<file path="src/design/fci_pkg.sv">
// shared types and constants for the fan curve interpolator
package fci_pkg;

   localparam int NUM_PT_REGS     = 6;
   localparam int MAX_POINTS_DEF  = 6;
   localparam int PADDR_W         = 5;
   localparam int PDATA_W         = 32;
   localparam int DIVIDEND_W      = 15;
   localparam int DIVISOR_W       = 8;

   localparam logic [6:0] DUTY_FULL = 7'd100;

   // register indexes
   localparam logic [2:0] REG_POINT_COUNT = 3'd6;
   localparam logic [2:0] REG_HYSTERESIS  = 3'd7;

   // reset values of the curve registers
   localparam logic [15:0] POINT_0_RST = 16'd10270;
   localparam logic [15:0] POINT_1_RST = 16'd15405;
   localparam logic [15:0] POINT_2_RST = 16'd19265;
   localparam logic [15:0] POINT_3_RST = 16'd21845;
   localparam logic [15:0] POINT_4_RST = 16'd24420;
   localparam logic [15:0] POINT_5_RST = 16'd0;
   localparam logic [2:0]  POINT_COUNT_RST = 3'd5;
   localparam logic [4:0]  HYSTERESIS_RST  = 5'd3;

   typedef struct packed {
      logic signed [7:0] temperature;
      logic              falling_edge;
   } req_type;

   typedef struct packed {
      logic [6:0] duty_percent;
      logic       curve_valid;
   } rsp_type;

   typedef struct packed {
      logic [NUM_PT_REGS-1:0][15:0] point;
      logic [2:0]                   point_count;
      logic [4:0]                   hysteresis;
   } cfg_type;

endpackage

</file>
<file path="src/design/fci_regs.sv">
// apb configuration registers holding the fan curve
module fci_regs (
   input  logic                          clock,
   input  logic                          reset,
   input  logic                          csr_psel,
   input  logic                          csr_penable,
   input  logic                          csr_pwrite,
   input  logic [fci_pkg::PADDR_W-1:0]   csr_paddr,
   input  logic [fci_pkg::PDATA_W-1:0]   csr_pwdata,
   output logic [fci_pkg::PDATA_W-1:0]   csr_prdata,
   output logic                          csr_pready,
   output fci_pkg::cfg_type              cfg
);

   logic [fci_pkg::NUM_PT_REGS-1:0][15:0] point_ff, point_in;
   logic [2:0] count_ff, count_in;
   logic [4:0] hyst_ff, hyst_in;
   logic       wr_en;
   logic [2:0] idx;

   assign csr_pready = 1'b1;
   assign idx        = csr_paddr[4:2];
   assign wr_en      = csr_psel & csr_penable & csr_pwrite;

   always_comb begin
      point_in = point_ff;
      count_in = count_ff;
      hyst_in  = hyst_ff;
      if (wr_en) begin
         priority if (idx == fci_pkg::REG_POINT_COUNT) begin
            count_in = csr_pwdata[2:0];
         end else if (idx == fci_pkg::REG_HYSTERESIS) begin
            hyst_in = csr_pwdata[4:0];
         end else begin
            point_in[idx] = csr_pwdata[15:0];
         end
      end
   end

   always_comb begin
      priority if (idx == fci_pkg::REG_POINT_COUNT) begin
         csr_prdata = {29'd0, count_ff};
      end else if (idx == fci_pkg::REG_HYSTERESIS) begin
         csr_prdata = {27'd0, hyst_ff};
      end else begin
         csr_prdata = {16'd0, point_ff[idx]};
      end
   end

   always_ff @(posedge clock) begin
      if (reset) begin
         point_ff[0] <= fci_pkg::POINT_0_RST;
         point_ff[1] <= fci_pkg::POINT_1_RST;
         point_ff[2] <= fci_pkg::POINT_2_RST;
         point_ff[3] <= fci_pkg::POINT_3_RST;
         point_ff[4] <= fci_pkg::POINT_4_RST;
         point_ff[5] <= fci_pkg::POINT_5_RST;
         count_ff    <= fci_pkg::POINT_COUNT_RST;
         hyst_ff     <= fci_pkg::HYSTERESIS_RST;
      end else begin
         point_ff <= point_in;
         count_ff <= count_in;
         hyst_ff  <= hyst_in;
      end
   end

   assign cfg.point       = point_ff;
   assign cfg.point_count = count_ff;
   assign cfg.hysteresis  = hyst_ff;

endmodule

</file>
<file path="src/design/fci_div.sv">
// serial restoring divider, one quotient bit per cycle
module fci_div (
   input  logic                             clock,
   input  logic                             reset,
   input  logic                             start,
   input  logic [fci_pkg::DIVIDEND_W-1:0]   dividend,
   input  logic [fci_pkg::DIVISOR_W-1:0]    divisor,
   output logic                             done,
   output logic [fci_pkg::DIVIDEND_W-1:0]   quotient
);

   localparam int DW = fci_pkg::DIVIDEND_W;
   localparam int VW = fci_pkg::DIVISOR_W;
   localparam int CW = $clog2(DW);

   logic          busy_ff, busy_in;
   logic          done_ff, done_in;
   logic [CW-1:0] count_ff, count_in;
   logic [VW-1:0] rem_ff, rem_in;
   logic [VW-1:0] dvs_ff, dvs_in;
   logic [DW-1:0] quo_ff, quo_in;
   logic [VW:0]   shifted;
   logic          fits;

   assign shifted = {rem_ff, quo_ff[DW-1]};
   assign fits    = shifted >= {1'b0, dvs_ff};

   always_comb begin
      busy_in  = busy_ff;
      done_in  = 1'b0;
      count_in = count_ff;
      rem_in   = rem_ff;
      dvs_in   = dvs_ff;
      quo_in   = quo_ff;
      if (start) begin
         busy_in  = 1'b1;
         count_in = '0;
         rem_in   = '0;
         dvs_in   = divisor;
         quo_in   = dividend;
      end else if (busy_ff) begin
         rem_in   = fits ? VW'(shifted - {1'b0, dvs_ff}) : shifted[VW-1:0];
         quo_in   = {quo_ff[DW-2:0], fits};
         count_in = count_ff + 1'b1;
         if (count_ff == CW'(DW - 1)) begin
            busy_in = 1'b0;
            done_in = 1'b1;
         end
      end
   end

   always_ff @(posedge clock) begin
      if (reset) begin
         busy_ff  <= 1'b0;
         done_ff  <= 1'b0;
         count_ff <= '0;
      end else begin
         busy_ff  <= busy_in;
         done_ff  <= done_in;
         count_ff <= count_in;
      end
      rem_ff <= rem_in;
      dvs_ff <= dvs_in;
      quo_ff <= quo_in;
   end

   assign done     = done_ff;
   assign quotient = quo_ff;

endmodule

</file>
<file path="src/design/fci_core.sv">
// sequencer: curve scan, segment setup, multiply and result assembly
module fci_core #(
   parameter int MAX_POINTS = fci_pkg::MAX_POINTS_DEF
) (
   input  logic                            clock,
   input  logic                            reset,
   input  fci_pkg::cfg_type                cfg,
   input  logic                            req_valid,
   output logic                            req_stall,
   input  fci_pkg::req_type                req_data,
   output logic                            rsp_valid,
   input  logic                            rsp_stall,
   output fci_pkg::rsp_type                rsp_data,
   output logic                            div_start,
   output logic [fci_pkg::DIVIDEND_W-1:0]  div_dividend,
   output logic [fci_pkg::DIVISOR_W-1:0]   div_divisor,
   input  logic                            div_done,
   input  logic [fci_pkg::DIVIDEND_W-1:0]  div_quotient
);

   localparam logic [2:0] S_IDLE  = 3'd0;
   localparam logic [2:0] S_SCAN  = 3'd1;
   localparam logic [2:0] S_MUL   = 3'd2;
   localparam logic [2:0] S_DIVGO = 3'd3;
   localparam logic [2:0] S_DIV   = 3'd4;
   localparam logic [2:0] S_OUT   = 3'd5;

   logic [2:0]        state_ff, state_in;
   logic [2:0]        k_ff, k_in;
   logic signed [8:0] t_ff, t_in;
   logic              bad_ff, bad_in;
   logic              found_ff, found_in;
   logic              clamp_ff, clamp_in;
   logic signed [7:0] prev_temp_ff, prev_temp_in;
   logic [6:0]        prev_pct_ff, prev_pct_in;
   logic [7:0]        dx_ff, dx_in;
   logic signed [7:0] dy_ff, dy_in;
   logic [6:0]        p0_ff, p0_in;
   logic [7:0]        span_ff, span_in;
   logic [6:0]        duty_ff, duty_in;
   logic              neg_ff, neg_in;
   logic [14:0]       mag_ff, mag_in;
   logic              rsp_valid_ff, rsp_valid_in;
   fci_pkg::rsp_type  rsp_data_ff, rsp_data_in;

   logic              accept;
   logic signed [7:0] cur_temp;
   logic [6:0]        cur_pct;
   logic              cur_bad;
   logic [2:0]        last_k;
   logic signed [8:0] hyst_s;
   logic signed [16:0] prod;
   logic signed [16:0] num;
   logic [8:0]        q9;
   logic [8:0]        sum9;
   logic              out_free;

   assign accept    = req_valid & ~req_stall;
   assign req_stall = state_ff != S_IDLE;
   assign cur_temp  = $signed(cfg.point[k_ff][15:8]);
   assign cur_pct   = cfg.point[k_ff][6:0];
   assign cur_bad   = (cur_pct > fci_pkg::DUTY_FULL) ||
                      ((k_ff != 3'd0) && (cur_temp <= prev_temp_ff));
   assign last_k    = cfg.point_count - 3'd1;
   assign hyst_s    = $signed({4'd0, cfg.hysteresis});
   assign prod      = dy_ff * $signed({1'b0, span_ff});
   assign num       = prod + $signed({10'd0, dx_ff[7:1]});
   assign q9        = div_quotient[8:0];
   assign sum9      = {2'd0, p0_ff} + (neg_ff ? 9'(-q9) : q9);
   assign out_free  = ~rsp_valid_ff | ~rsp_stall;

   assign div_start    = state_ff == S_DIVGO;
   assign div_dividend = mag_ff;
   assign div_divisor  = dx_ff;

   always_comb begin
      state_in     = state_ff;
      k_in         = k_ff;
      t_in         = t_ff;
      bad_in       = bad_ff;
      found_in     = found_ff;
      clamp_in     = clamp_ff;
      prev_temp_in = prev_temp_ff;
      prev_pct_in  = prev_pct_ff;
      dx_in        = dx_ff;
      dy_in        = dy_ff;
      p0_in        = p0_ff;
      span_in      = span_ff;
      duty_in      = duty_ff;
      neg_in       = neg_ff;
      mag_in       = mag_ff;
      rsp_valid_in = rsp_valid_ff & rsp_stall;
      rsp_data_in  = rsp_data_ff;

      unique case (state_ff)
         S_IDLE: begin
            if (accept) begin
               t_in     = req_data.falling_edge ?
                          ({req_data.temperature[7], req_data.temperature} - hyst_s) :
                          {req_data.temperature[7], req_data.temperature};
               k_in     = 3'd0;
               found_in = 1'b0;
               clamp_in = 1'b0;
               bad_in   = (cfg.point_count < 3'd2) ||
                          (cfg.point_count > 3'(MAX_POINTS));
               state_in = bad_in ? S_OUT : S_SCAN;
            end
         end
         S_SCAN: begin
            bad_in = bad_ff | cur_bad;
            if (!found_ff) begin
               if (t_ff <= $signed({cur_temp[7], cur_temp})) begin
                  found_in = 1'b1;
                  if (k_ff == 3'd0) begin
                     clamp_in = 1'b1;
                     duty_in  = cur_pct;
                  end else begin
                     dx_in   = 8'(cur_temp - prev_temp_ff);
                     dy_in   = $signed({1'b0, cur_pct}) - $signed({1'b0, prev_pct_ff});
                     p0_in   = prev_pct_ff;
                     span_in = 8'(t_ff - {prev_temp_ff[7], prev_temp_ff});
                  end
               end else begin
                  // past this point so far: last percent unless a later segment hits
                  duty_in = cur_pct;
               end
            end
            prev_temp_in = cur_temp;
            prev_pct_in  = cur_pct;
            k_in         = k_ff + 3'd1;
            if (k_ff == last_k) begin
               state_in = (bad_in || !found_in || clamp_in) ? S_OUT : S_MUL;
            end
         end
         S_MUL: begin
            neg_in   = num[16];
            mag_in   = num[16] ? 15'(-num) : num[14:0];
            state_in = S_DIVGO;
         end
         S_DIVGO: begin
            state_in = S_DIV;
         end
         S_DIV: begin
            if (div_done) begin
               duty_in  = sum9[6:0];
               state_in = S_OUT;
            end
         end
         S_OUT: begin
            if (out_free) begin
               rsp_valid_in             = 1'b1;
               rsp_data_in.duty_percent = bad_ff ? fci_pkg::DUTY_FULL : duty_ff;
               rsp_data_in.curve_valid  = ~bad_ff;
               state_in                 = S_IDLE;
            end
         end
         default: begin
            state_in = S_IDLE;
         end
      endcase
   end

   always_ff @(posedge clock) begin
      if (reset) begin
         state_ff     <= S_IDLE;
         rsp_valid_ff <= 1'b0;
      end else begin
         state_ff     <= state_in;
         rsp_valid_ff <= rsp_valid_in;
      end
      k_ff         <= k_in;
      t_ff         <= t_in;
      bad_ff       <= bad_in;
      found_ff     <= found_in;
      clamp_ff     <= clamp_in;
      prev_temp_ff <= prev_temp_in;
      prev_pct_ff  <= prev_pct_in;
      dx_ff        <= dx_in;
      dy_ff        <= dy_in;
      p0_ff        <= p0_in;
      span_ff      <= span_in;
      duty_ff      <= duty_in;
      neg_ff       <= neg_in;
      mag_ff       <= mag_in;
      rsp_data_ff  <= rsp_data_in;
   end

   assign rsp_valid = rsp_valid_ff;
   assign rsp_data  = rsp_data_ff;

endmodule

</file>
<file path="src/design/fan_curve_interpolator_top.sv">
// fan curve interpolator: piecewise linear duty lookup with hysteresis
// sequence: accept, a scan over every curve point, multiply, divider start and divide,
// then output when interpolating; when clamped or past the last point the scan goes
// straight to output, and a bad point count goes from accept straight to output
// throughput: one request at a time; the next is taken while a result waits to be read
// reset: synchronous, curve registers return to their default curve, block idle
module fan_curve_interpolator_top #(
   parameter int MAX_POINTS = fci_pkg::MAX_POINTS_DEF
) (
   input  logic                          clock,
   input  logic                          reset,
   input  logic                          req_valid,
   output logic                          req_stall,
   input  fci_pkg::req_type              req_data,
   output logic                          rsp_valid,
   input  logic                          rsp_stall,
   output fci_pkg::rsp_type              rsp_data,
   input  logic                          csr_psel,
   input  logic                          csr_penable,
   input  logic                          csr_pwrite,
   input  logic [fci_pkg::PADDR_W-1:0]   csr_paddr,
   input  logic [fci_pkg::PDATA_W-1:0]   csr_pwdata,
   output logic [fci_pkg::PDATA_W-1:0]   csr_prdata,
   output logic                          csr_pready
);

   fci_pkg::cfg_type                 cfg;
   logic                             div_start;
   logic [fci_pkg::DIVIDEND_W-1:0]   div_dividend;
   logic [fci_pkg::DIVISOR_W-1:0]    div_divisor;
   logic                             div_done;
   logic [fci_pkg::DIVIDEND_W-1:0]   div_quotient;

   fci_regs u_regs (
      .clock       (clock),
      .reset       (reset),
      .csr_psel    (csr_psel),
      .csr_penable (csr_penable),
      .csr_pwrite  (csr_pwrite),
      .csr_paddr   (csr_paddr),
      .csr_pwdata  (csr_pwdata),
      .csr_prdata  (csr_prdata),
      .csr_pready  (csr_pready),
      .cfg         (cfg)
   );

   fci_div u_div (
      .clock    (clock),
      .reset    (reset),
      .start    (div_start),
      .dividend (div_dividend),
      .divisor  (div_divisor),
      .done     (div_done),
      .quotient (div_quotient)
   );

   fci_core #(
      .MAX_POINTS (MAX_POINTS)
   ) u_core (
      .clock        (clock),
      .reset        (reset),
      .cfg          (cfg),
      .req_valid    (req_valid),
      .req_stall    (req_stall),
      .req_data     (req_data),
      .rsp_valid    (rsp_valid),
      .rsp_stall    (rsp_stall),
      .rsp_data     (rsp_data),
      .div_start    (div_start),
      .div_dividend (div_dividend),
      .div_divisor  (div_divisor),
      .div_done     (div_done),
      .div_quotient (div_quotient)
   );

endmodule

</file>
<file path="config.mk">
export PLATFORM = sky130hd
export DESIGN_NAME = fan_curve_interpolator_top
export DESIGN_NICKNAME = d
export VERILOG_FILES = /design/src/design/fci_pkg.sv /design/src/design/fci_regs.sv /design/src/design/fci_div.sv /design/src/design/fci_core.sv /design/src/design/fan_curve_interpolator_top.sv
export SDC_FILE = /design/constraint.sdc
export NUM_CORES = 1
export LEC_CHECK = 0
export ABC_CLOCK_PERIOD_IN_PS = 12600
export BUFFER_PORTS_ARGS = -buffer_cell sky130_fd_sc_hd__buf_2
export CAP_MARGIN = 10
export CORE_MARGIN = 1.5
export CORE_UTILIZATION = 65
export CTS_CLUSTER_SIZE = 10
export DETAILED_ROUTE_END_ITERATION = 16
export PLACE_DENSITY = 0.84
export SLEW_MARGIN = 20
export SYNTH_ARGS = -nofsm -noshare
export SYNTH_HDL_FRONTEND = slang
export SYNTH_HIERARCHICAL = 1
export SYNTH_SLANG_ARGS = --single-unit
</file>
<file path="constraint.sdc">
create_clock -name clock -period 12.6 [get_ports clock]
set_input_delay 1.26 -clock clock [delete_from_list [all_inputs] [get_ports clock]]
set_output_delay 1.26 -clock clock [all_outputs]
set_load 0.01 [all_outputs]
</file>
# [Yosys cells after proc, flatten, opt, wreduce, memory -nomap -nowiden]
# Index checks and enable logic that the tools add are counted.
[totals] output_inout_bits=43 elab_cells=156 register_bits=237
[classes] n_mul=1 eq_ne=15 magnitude_cmp=9 n_mux=47 bitwise_logic=15 add_sub_neg=12 n_reduce_logical=25
[ops] cell="binary-select mux 16 bit (select 3 bit)" count=2
[ops] cell="bitwise mux 96 bit" count=1
[ops] cell="2-to-1 mux 16 bit" count=4
[ops] cell="demux 16 bit (select 3 bit)" count=1
[ops] cell="2-to-1 mux 15 bit" count=3
[ops] cell="2-to-1 mux 7 bit" count=5
[ops] cell="2-to-1 mux 32 bit" count=1
[ops] cell="subtractor 8 bit" count=3
[ops] cell="2-to-1 mux 3 bit" count=7
[ops] cell="case mux 3 bit (6 select lines)" count=1
[ops] cell="adder 17 x 8 -> 17 bit" count=1
[ops] cell="multiplier 8 x 9 -> 17 bit" count=1
[ops] cell="2-to-1 mux 1 bit" count=15
[ops] cell="negator 15 bit" count=1
[ops] cell="case mux 7 bit (2 select lines)" count=1
[ops] cell="equality test 3 bit, second input constant" count=4
[ops] cell="AND reduction 4 bit" count=3
[ops] cell=">= comparator 9 x 8 -> 1 bit" count=1
[ops] cell="less-or-equal comparator 9 x 8 -> 1 bit" count=1
[ops] cell="2-to-1 mux 9 bit" count=1
[ops] cell="inverter 1 bit" count=9
[ops] cell="subtractor 8 x 6 -> 9 bit" count=1
[ops] cell="less-or-equal comparator 8 bit" count=1
[ops] cell="< comparator 3 x 4 -> 1 bit, second input constant" count=2
[ops] cell="other kinds (32)" count=54

# [Logic depth before layout (Yosys ltp)]
# Gate-level depths: netlist of the first run.
[logic_depth] word_depth=12 ltp_mapped=19 mapped_depth_nobuf=18

# [Cells and area by module]
# Netlist of the first run, hierarchy kept.
[modules_own_cells] module="fci_core" seq_area_each_um2=2842.7 area_each_um2=8473.1 cells_each=819 instances=1
[modules_own_cells] module="fci_regs" seq_area_each_um2=2082.0 area_each_um2=5106.1 cells_each=562 instances=1
[modules_own_cells] module="fci_div" seq_area_each_um2=970.9 area_each_um2=1935.6 cells_each=176 instances=1

# [Worst setup path before layout of the first run]
# OpenSTA, ideal clock, no wires.
[synth_path] kind="register to register" startpoint="register u_core.span_ff[0]" endpoint="register u_core.mag_ff[13] (netlist: u_core/div_dividend[13]), data pin" setup_ps=266 setup_slack_ps=7524 required_time_ps=12334 path_stages_with_launch=17 synth_period_minus_slack_ps=5076 arrival_time_ps=4810 path_cell_list="edfxtp_1 -> nand2b_1 -> fa_1 -> fa_1 -> inv_1 -> fa_1 -> inv_1 -> fa_1 -> inv_1 -> ha_1 -> a21o_1 -> a31o_2 -> o2111a_1 -> a2111oi_0 -> nand2b_1 -> o41ai_1 -> xnor2_1"
[synth_between] elab_chain_cells=4
[synth_lines] item="start, declared" line_no="fci_core.sv:39" rtl="logic [7:0] span_ff, span_in;"
[synth_lines] item="start signal, assigned" line_no="fci_core.sv:181" rtl="span_ff <= span_in;"
[synth_lines] item="multiplier 8 x 9 -> 17 bit *" line_no="fci_core.sv:66" rtl="assign prod = dy_ff * $signed({1'b0, span_ff});"
[synth_lines] item="adder 17 x 8 -> 17 bit *" line_no="fci_core.sv:67" rtl="assign num = prod + $signed({10'd0, dx_ff[7:1]});"
[synth_lines] item="negator 15 bit" line_no="fci_core.sv:137" rtl="mag_in = num[16] ? 15'(-num) : num[14:0];"
[synth_lines] item="2-to-1 mux 15 bit *" line_no="fci_core.sv:137"
[synth_lines] item="end signal, assigned" line_no="fci_core.sv:184" rtl="mag_ff <= mag_in;"
[synth_lines] item="end, declared" line_no="fci_core.sv:42" rtl="logic [14:0] mag_ff, mag_in;"
# Mark *: on every way between the ends. The rest lies on a longest branch, timed or not.
# A chain may end at the register's enable or synchronous reset.

# [Final worst setup path of the first run]
[layout_path] startpoint="register u_core.span_ff[0]" endpoint="register u_core.mag_ff[14] (netlist: u_core/div_dividend[14]), data pin"
# The elaborated chain is that of the path after synthesis.

==> results.sh, run 1 <==
export IMPL_powerDensity_nw_per_um2=309
export IMPL_syn_cell_area_um2=15500
export IMPL_status="finished clean"
export IMPL_cts_tree="built"
export IMPL_path_class="reg2reg"
export IMPL_swShare_pct=44.4
export IMPL_p_seq_share_pct=23.4
export IMPL_power_switching_mw=2.30
export IMPL_final_setup_tns_ps=0
export IMPL_yosysWarningCount=6
export IMPL_grt_max_degree=122
export IMPL_clkSlewWorstSetupHoldPaths_ps=60
export IMPL_n_antenna_cell=0
export IMPL_period_minus_slack_ps=5670
export IMPL_slew_violations=0
export IMPL_dr_pass1_iters=8
export IMPL_wl_per_cell_um=19.1
export IMPL_layout_commonest_cell="inv_1"
export IMPL_die_area_um2=24800
export IMPL_viasPerCell=6.21
export IMPL_max_cap_violations=0
export IMPL_hp_class="reg2reg"
export IMPL_postRouteAntennaNets=0
export IMPL_std_cell_rows=56
export IMPL_ctsHoldBuffers=0
export IMPL_whs_path_depth=0
export IMPL_max_stage_delay_ps=820
export IMPL_path_depth=16
export IMPL_hold_violations=0
export IMPL_arrival_ps=5930
export IMPL_worstPathRequired_ps=12850
export IMPL_ys_seq_elements=237
export IMPL_ys_types=84
export IMPL_dp_cells=1876
export IMPL_end_kind="flop"
export IMPL_async_reset_ff_share_pct=0
export IMPL_max_slew_worst_pin_slew_ps=1130
export IMPL_start_kind="flop"
export IMPL_p_clk_share_pct=14.3
export IMPL_grt_usage_pct=29.5
export IMPL_pwr_share_comb_pct=62.4
export IMPL_p_leak_nw=7.14
export IMPL_layout_drive_gt1_share_pct=11.5
export IMPL_finClkSkew_ps=15.5
export IMPL_die_h_um=157
export IMPL_cp_slowest_cell="a2111oi_0"
export IMPL_cts_buffers=28
export IMPL_p_int_mw=2.88
export IMPL_cp_buffers_inverters=3
export IMPL_mostFrequentLayoutCells="inv_1 (147), nor2_1 (130), dfxtp_1 (122)"
export IMPL_portBuffers=60
export IMPL_period_share_pct=45.0
export IMPL_grt_pass1_wl_um=57600
export IMPL_route_detailed_drc=0
export IMPL_dp_hpwl_um=25800
export IMPL_drtIter0Drc=1447
export IMPL_area_growth_syn_to_layout_pct=7.73
export IMPL_grt_pass1_vias=11400
export IMPL_insertion_delay_ps=530
export IMPL_ir_drop_uv=399
export IMPL_fin_cells=1924
export IMPL_post_cts_resized=0
export IMPL_fmax_ghz=0.176
export IMPL_crit_chain="nand2b_1 -> fa_1 -> fa_1 -> inv_1 -> fa_1 -> inv_1 -> fa_1 -> inv_1 -> ha_1 -> a21o_1 -> a31o_2 -> o2111a_1 -> a2111oi_0 -> nand2b_1 -> o41ai_1 -> xnor2_1"
export IMPL_post_cts_buffers=0
export IMPL_setup_viol=0
export IMPL_via_count=11900
export IMPL_grt_setup_unrepaired="no"
export IMPL_worstPathMaxFanout=8
export IMPL_crit_family="adder cells"
export IMPL_syn_avg_cell_area_um2=9.96
export IMPL_die_w_um=157
export IMPL_synth_seq_area_share_pct=38.0
export IMPL_grt_ovfl_total=0
export IMPL_place_congestion=0.888
export IMPL_r2r_cells=16
export IMPL_fin_nets=1787
export IMPL_cts_sinks=237
export IMPL_antenna_found_initial=0
export IMPL_cts_root_buf="clkbuf_16"
export IMPL_cpMostUsedCell="fa_1"
export IMPL_synth_ff_type="dfxtp_1"
export IMPL_wl_um=36700
export IMPL_cts_buffer_depth=3
export IMPL_htreeDepth=1
export IMPL_synth_edff_count=115
export IMPL_netlist_instances=1557
export IMPL_ios=96
export IMPL_slew_headroom_pct=24.7
export IMPL_core_um2=23500
export IMPL_start_util_pct=66.1
==> kinds of logic after synthesis <==
| logic type | synth area share (%) |
|---|---|
| DFF | 38.0 |
| muxes | 11.3 |
| buffers and inverters | 6.72 |
| adders and majority gates | 14.2 |
| other | 0.0484 |
| and+or+nand+nor | 14.0 |
| AOI/OAI and AO/OA | 11.8 |
| xor gates and xnor gates | 3.84 |
==> per-stage QoR <==
step	utilization, %	worst slack, ps	hold slack (ps)	power (mW)	cell area, um2
final	71.2	6930	446	5.17	16700
after global routing	71.2	6640	464	5.58	16700
after CTS	71.2	6980	447	5.14	16700
after detailed placement	67.7	6990	434	4.38	15900
after global placement	67.7	6870	435	4.20	15900
after floorplan	-	7520	400	3.70	15600
==> worst reg2reg max path, stage by stage (launching register included) <==
cell	delay, ps
edfxtp_1	500
nand2b_1	220
fa_1	520
fa_1	540
inv_1	50
fa_1	530
inv_1	50
fa_1	520
inv_1	40
ha_1	360
a21o_1	210
a31o_2	260
o2111a_1	240
a2111oi_0	820
nand2b_1	250
o41ai_1	100
xnor2_1	190
==> power by group through the flow <==
stage	registers, mW	logic, mW	clock network (mW)
final	1.21	3.23	0.738
after global routing	1.22	3.59	0.775
after floorplan	1.18	2.52	0
after detailed placement	1.22	3.16	0
after global placement	1.22	2.99	0
after CTS	1.21	3.19	0.743
==> worst paths after layout <==
kind	startpoint	endpoint	slack [ps]
max	u_core/span_ff[0]	u_core/div_dividend[14]	6930
min	u_core/prev_pct_ff[4]	u_core/p0_ff[4]	450
max reg2reg	u_core/span_ff[0]	u_core/div_dividend[14]	6930
min reg2reg	u_core/prev_pct_ff[4]	u_core/p0_ff[4]	450
==> layout make-up <==
| class | count | area, um2 |
|---|---|---|
| clock buffers | 47 | 823 |
| clock inverters | 1 | 5.00 |
| fillers | 1651 | 6760 |
| inverters | 149 | 559 |
| multi-input cells | 1100 | 8650 |
| flip-flops and latches | 237 | 5900 |
| well taps | 319 | 399 |
| repair buffers | 71 | 385 |
==> registers in the layout (all words and copies together) (netlist names), 3 cells and up <==
signal               count
u_regs/cfg              96
u_core/div_dividend     15
u_div/quotient          15
u_core/t_ff              9
u_core/div_divisor       8
u_core/dy_ff             8
u_core/prev_temp_ff      8
u_core/rsp_data          8
u_core/span_ff           8
u_div/dvs_ff             8
u_div/rem_ff             8
u_core/duty_ff           7
u_core/p0_ff             7
u_core/prev_pct_ff       7
u_regs/hyst_ff           5
u_div/count_ff           4
u_core/k_ff              3
u_core/state_ff          3
u_regs/count_ff          3
==> synthesized netlist by cell type (4+ instances only) <==
cell type / number / area (um2)
a2111oi_0: 4 / 35.0
a21o_1: 12 / 90.1
a21oi_1: 84 / 420
a221o_1: 7 / 70.1
a221oi_1: 4 / 35.0
a22oi_1: 8 / 60.1
a31oi_1: 5 / 31.3
and2_1: 39 / 244
buf_2: 17 / 85.1
buf_4: 25 / 188
buf_6: 6 / 67.6
clkbuf_1: 35 / 131
dfxtp_1: 122 / 2440
edfxtp_1: 115 / 3450
fa_1: 49 / 981
ha_1: 98 / 1230
inv_1: 147 / 552
mux2_2: 36 / 405
mux2i_1: 99 / 991
mux4_2: 16 / 360
nand2_1: 73 / 274
nand2b_1: 56 / 350
nand3_1: 52 / 260
nand3b_1: 4 / 30.0
nand4_1: 7 / 43.8
nor2_1: 131 / 492
nor2b_1: 19 / 119
nor3_1: 15 / 75.1
o211ai_1: 6 / 45.0
o21a_1: 9 / 67.6
o21ai_0: 62 / 310
o21ai_1: 15 / 75.1
o221ai_1: 5 / 43.8
o2bb2ai_1: 6 / 52.6
o31ai_1: 9 / 67.6
or2_2: 6 / 37.5
xnor2_1: 46 / 403
xor2_1: 22 / 193
==> layer usage <==
metal	global-route usage, %	routed length, um	vias up	part of all wire, %
met5	0	0	-	0
met4	9.57	1200	0	3.3
met3	5.56	3290	110	9.0
met2	49.3	17400	605	47
met1	38.7	14800	5738	40
li1	-	-	5492	-
No activity file was read; power rests on OpenSTA's default activity.
==> run 2, diff against run 1 <==
--- a/config.mk
+++ b/config.mk
@@ -5,14 +5,14 @@
 export SDC_FILE = /design/constraint.sdc
 export NUM_CORES = 1
 export LEC_CHECK = 0
-export ABC_CLOCK_PERIOD_IN_PS = 12600
+export ABC_CLOCK_PERIOD_IN_PS = 5600
 export BUFFER_PORTS_ARGS = -buffer_cell sky130_fd_sc_hd__buf_2
 export CAP_MARGIN = 10
 export CORE_MARGIN = 1.5
-export CORE_UTILIZATION = 65
+export CORE_UTILIZATION = 62
 export CTS_CLUSTER_SIZE = 10
 export DETAILED_ROUTE_END_ITERATION = 16
-export PLACE_DENSITY = 0.84
+export PLACE_DENSITY = 0.81
 export SLEW_MARGIN = 20
 export SYNTH_ARGS = -nofsm -noshare
 export SYNTH_HDL_FRONTEND = slang
==> constraint.sdc (replaced) <==
create_clock -name clock -period 5.6 [get_ports clock]
set_input_delay 0.56 -clock clock [delete_from_list [all_inputs] [get_ports clock]]
set_output_delay 0.56 -clock clock [all_outputs]
set_load 0.01 [all_outputs]
==> results.sh, run 2 (synthesis gave the netlist of run 1 again) <==
export IMPL_grt_usage_pct=28.4
export IMPL_route_detailed_drc=0
export IMPL_status="finished clean"
export IMPL_via_count=11800
export IMPL_viasPerCell=6.09
export IMPL_p_leak_nw=7.16
export IMPL_hp_class="in2reg"
export IMPL_max_cap_violations=0
export IMPL_cts_root_buf="clkbuf_16"
export IMPL_die_area_um2=26000
export IMPL_cts_sinks=237
export IMPL_fin_area_um2=16700
export IMPL_num_fill_cells=1810
export IMPL_die_w_um=161
export IMPL_ctsHoldBuffers=0
export IMPL_dp_hpwl_um=26000
export IMPL_period_share_pct=94.4
export IMPL_cts_buffer_depth=3
export IMPL_htreeDepth=1
export IMPL_layout_drive_gt1_share_pct=11.7
export IMPL_fin_ws_ps=311
export IMPL_fin_nets=1795
export IMPL_min_from="csr_pwdata[11]"
export IMPL_fmax_ghz=0.189
export IMPL_grt_ovfl_total=0
export IMPL_slew_headroom_pct=36.0
export IMPL_place_congestion=0.890
export IMPL_start_kind="flop"
export IMPL_slew_violations=0
export IMPL_fin_cells=1934
export IMPL_end_kind="flop"
export IMPL_portBuffers=60
export IMPL_area_growth_syn_to_layout_pct=7.94
export IMPL_std_cell_rows=57
export IMPL_start_util_pct=63.4
export IMPL_setup_viol=0
export IMPL_holdWs_ps=306
export IMPL_ios=96
export IMPL_rrSetupSlack_ps=310
export IMPL_mostFrequentLayoutCells="inv_1 (147), nor2_1 (130), dfxtp_1 (122)"
export IMPL_drtIter0Drc=1361
export IMPL_hold_violations=0
export IMPL_postPlaceCellArea_um2=15900
export IMPL_worstPathMaxFanout=8
export IMPL_antenna_found_initial=1
export IMPL_r2r_end="u_core/div_dividend[12]"
export IMPL_wl_um=36600
export IMPL_r2r_cells=16
export IMPL_die_h_um=161
export IMPL_ir_drop_uv=796
export IMPL_layout_commonest_cell="inv_1"
export IMPL_post_cts_resized=0
export IMPL_core_um2=24500
export IMPL_grt_pass1_wl_um=58900
export IMPL_path_class="reg2reg"
export IMPL_dp_cells=1888
export IMPL_largest_register_ff_count=96
export IMPL_whs_path_depth=3
export IMPL_r2r_start="u_core/span_ff[1]"
export IMPL_clkSlewWorstSetupHoldPaths_ps=60
export IMPL_arrival_ps=5540
export IMPL_worst_hold_path_endpoint="u_regs/cfg[67]"
export IMPL_insertion_delay_ps=540
export IMPL_finClkSkew_ps=24.7
export IMPL_dr_pass1_iters=6
export IMPL_postRouteAntennaNets=0
export IMPL_grt_max_degree=84
export IMPL_wl_per_cell_um=18.9
export IMPL_powerDensity_nw_per_um2=689
export IMPL_grt_setup_unrepaired="no"
export IMPL_period_minus_slack_ps=5290
export IMPL_crit_start="u_core/span_ff[1]"
export IMPL_max_slew_worst_pin_slew_ps=952
export IMPL_final_setup_tns_ps=0
export IMPL_n_antenna_cell=0
export IMPL_grt_pass1_vias=11600
export IMPL_worstPathRequired_ps=5850
export IMPL_cts_buffers=28
export IMPL_cts_tree="built"
export IMPL_dp_slack_ps=423
export IMPL_post_cts_buffers=0
run 2: cell type report:
class                           instances  area [um2]  area share (%)
Clock buffer                           44         782            4.67
Clock inverter                          1        8.76          0.0523
Inverter                              149         559            3.34
Multi-Input combinational cell       1100        8640            51.6
Sequential cell                       237        5900            35.2
Tap cell                              324         405            2.42
Timing Repair Buffer                   79         453            2.70
run 2: per-layer routing:
metal	track usage (%)	part of all wire, %	vias up
met2	47.0	47	547
met5	0	0	-
met4	9.26	2.7	0
met1	38.1	42	5640
met3	4.62	8.5	88
li1	-	-	5495
run 2: worst max path at each step:
stage	endpoint
2_1_floorplan	u_core/div_dividend[14]
3_3_place_gp	u_core/div_dividend[13]
3_5_place_dp	u_core/div_dividend[12]
4_1_cts	u_core/div_dividend[12]
5_1_grt	u_core/div_dividend[12]
6_report	u_core/div_dividend[12]
run 2: critical path, cell delays in order (launching register included):
cell and delay (ps):
edfxtp_1 500, nand2_1 120, fa_1 500, fa_1 550, inv_1 50, fa_1 530
inv_1 50, fa_1 530, inv_1 40, ha_1 350, a21o_1 210, a31o_2 270
o2111a_1 250, a2111oi_0 560, nand2b_1 240, o21ai_1 100, xnor2_1 150
run 2: where the power goes:
| group | internal (mW) | switching (mW) |
|---|---|---|
| sequential | 2.51 | 0.221 |
| clock | 0.944 | 0.676 |
| combinational | 3.02 | 4.17 |
run 2: stage by stage:
stage | power, mW | utilization, %
final | 11.5 | 68.5
after global routing | 12.5 | 68.5
after CTS | 11.5 | 68.4
after detailed placement | 9.82 | 65.2
after global placement | 9.54 | 65.2
after floorplan | 8.27 | -
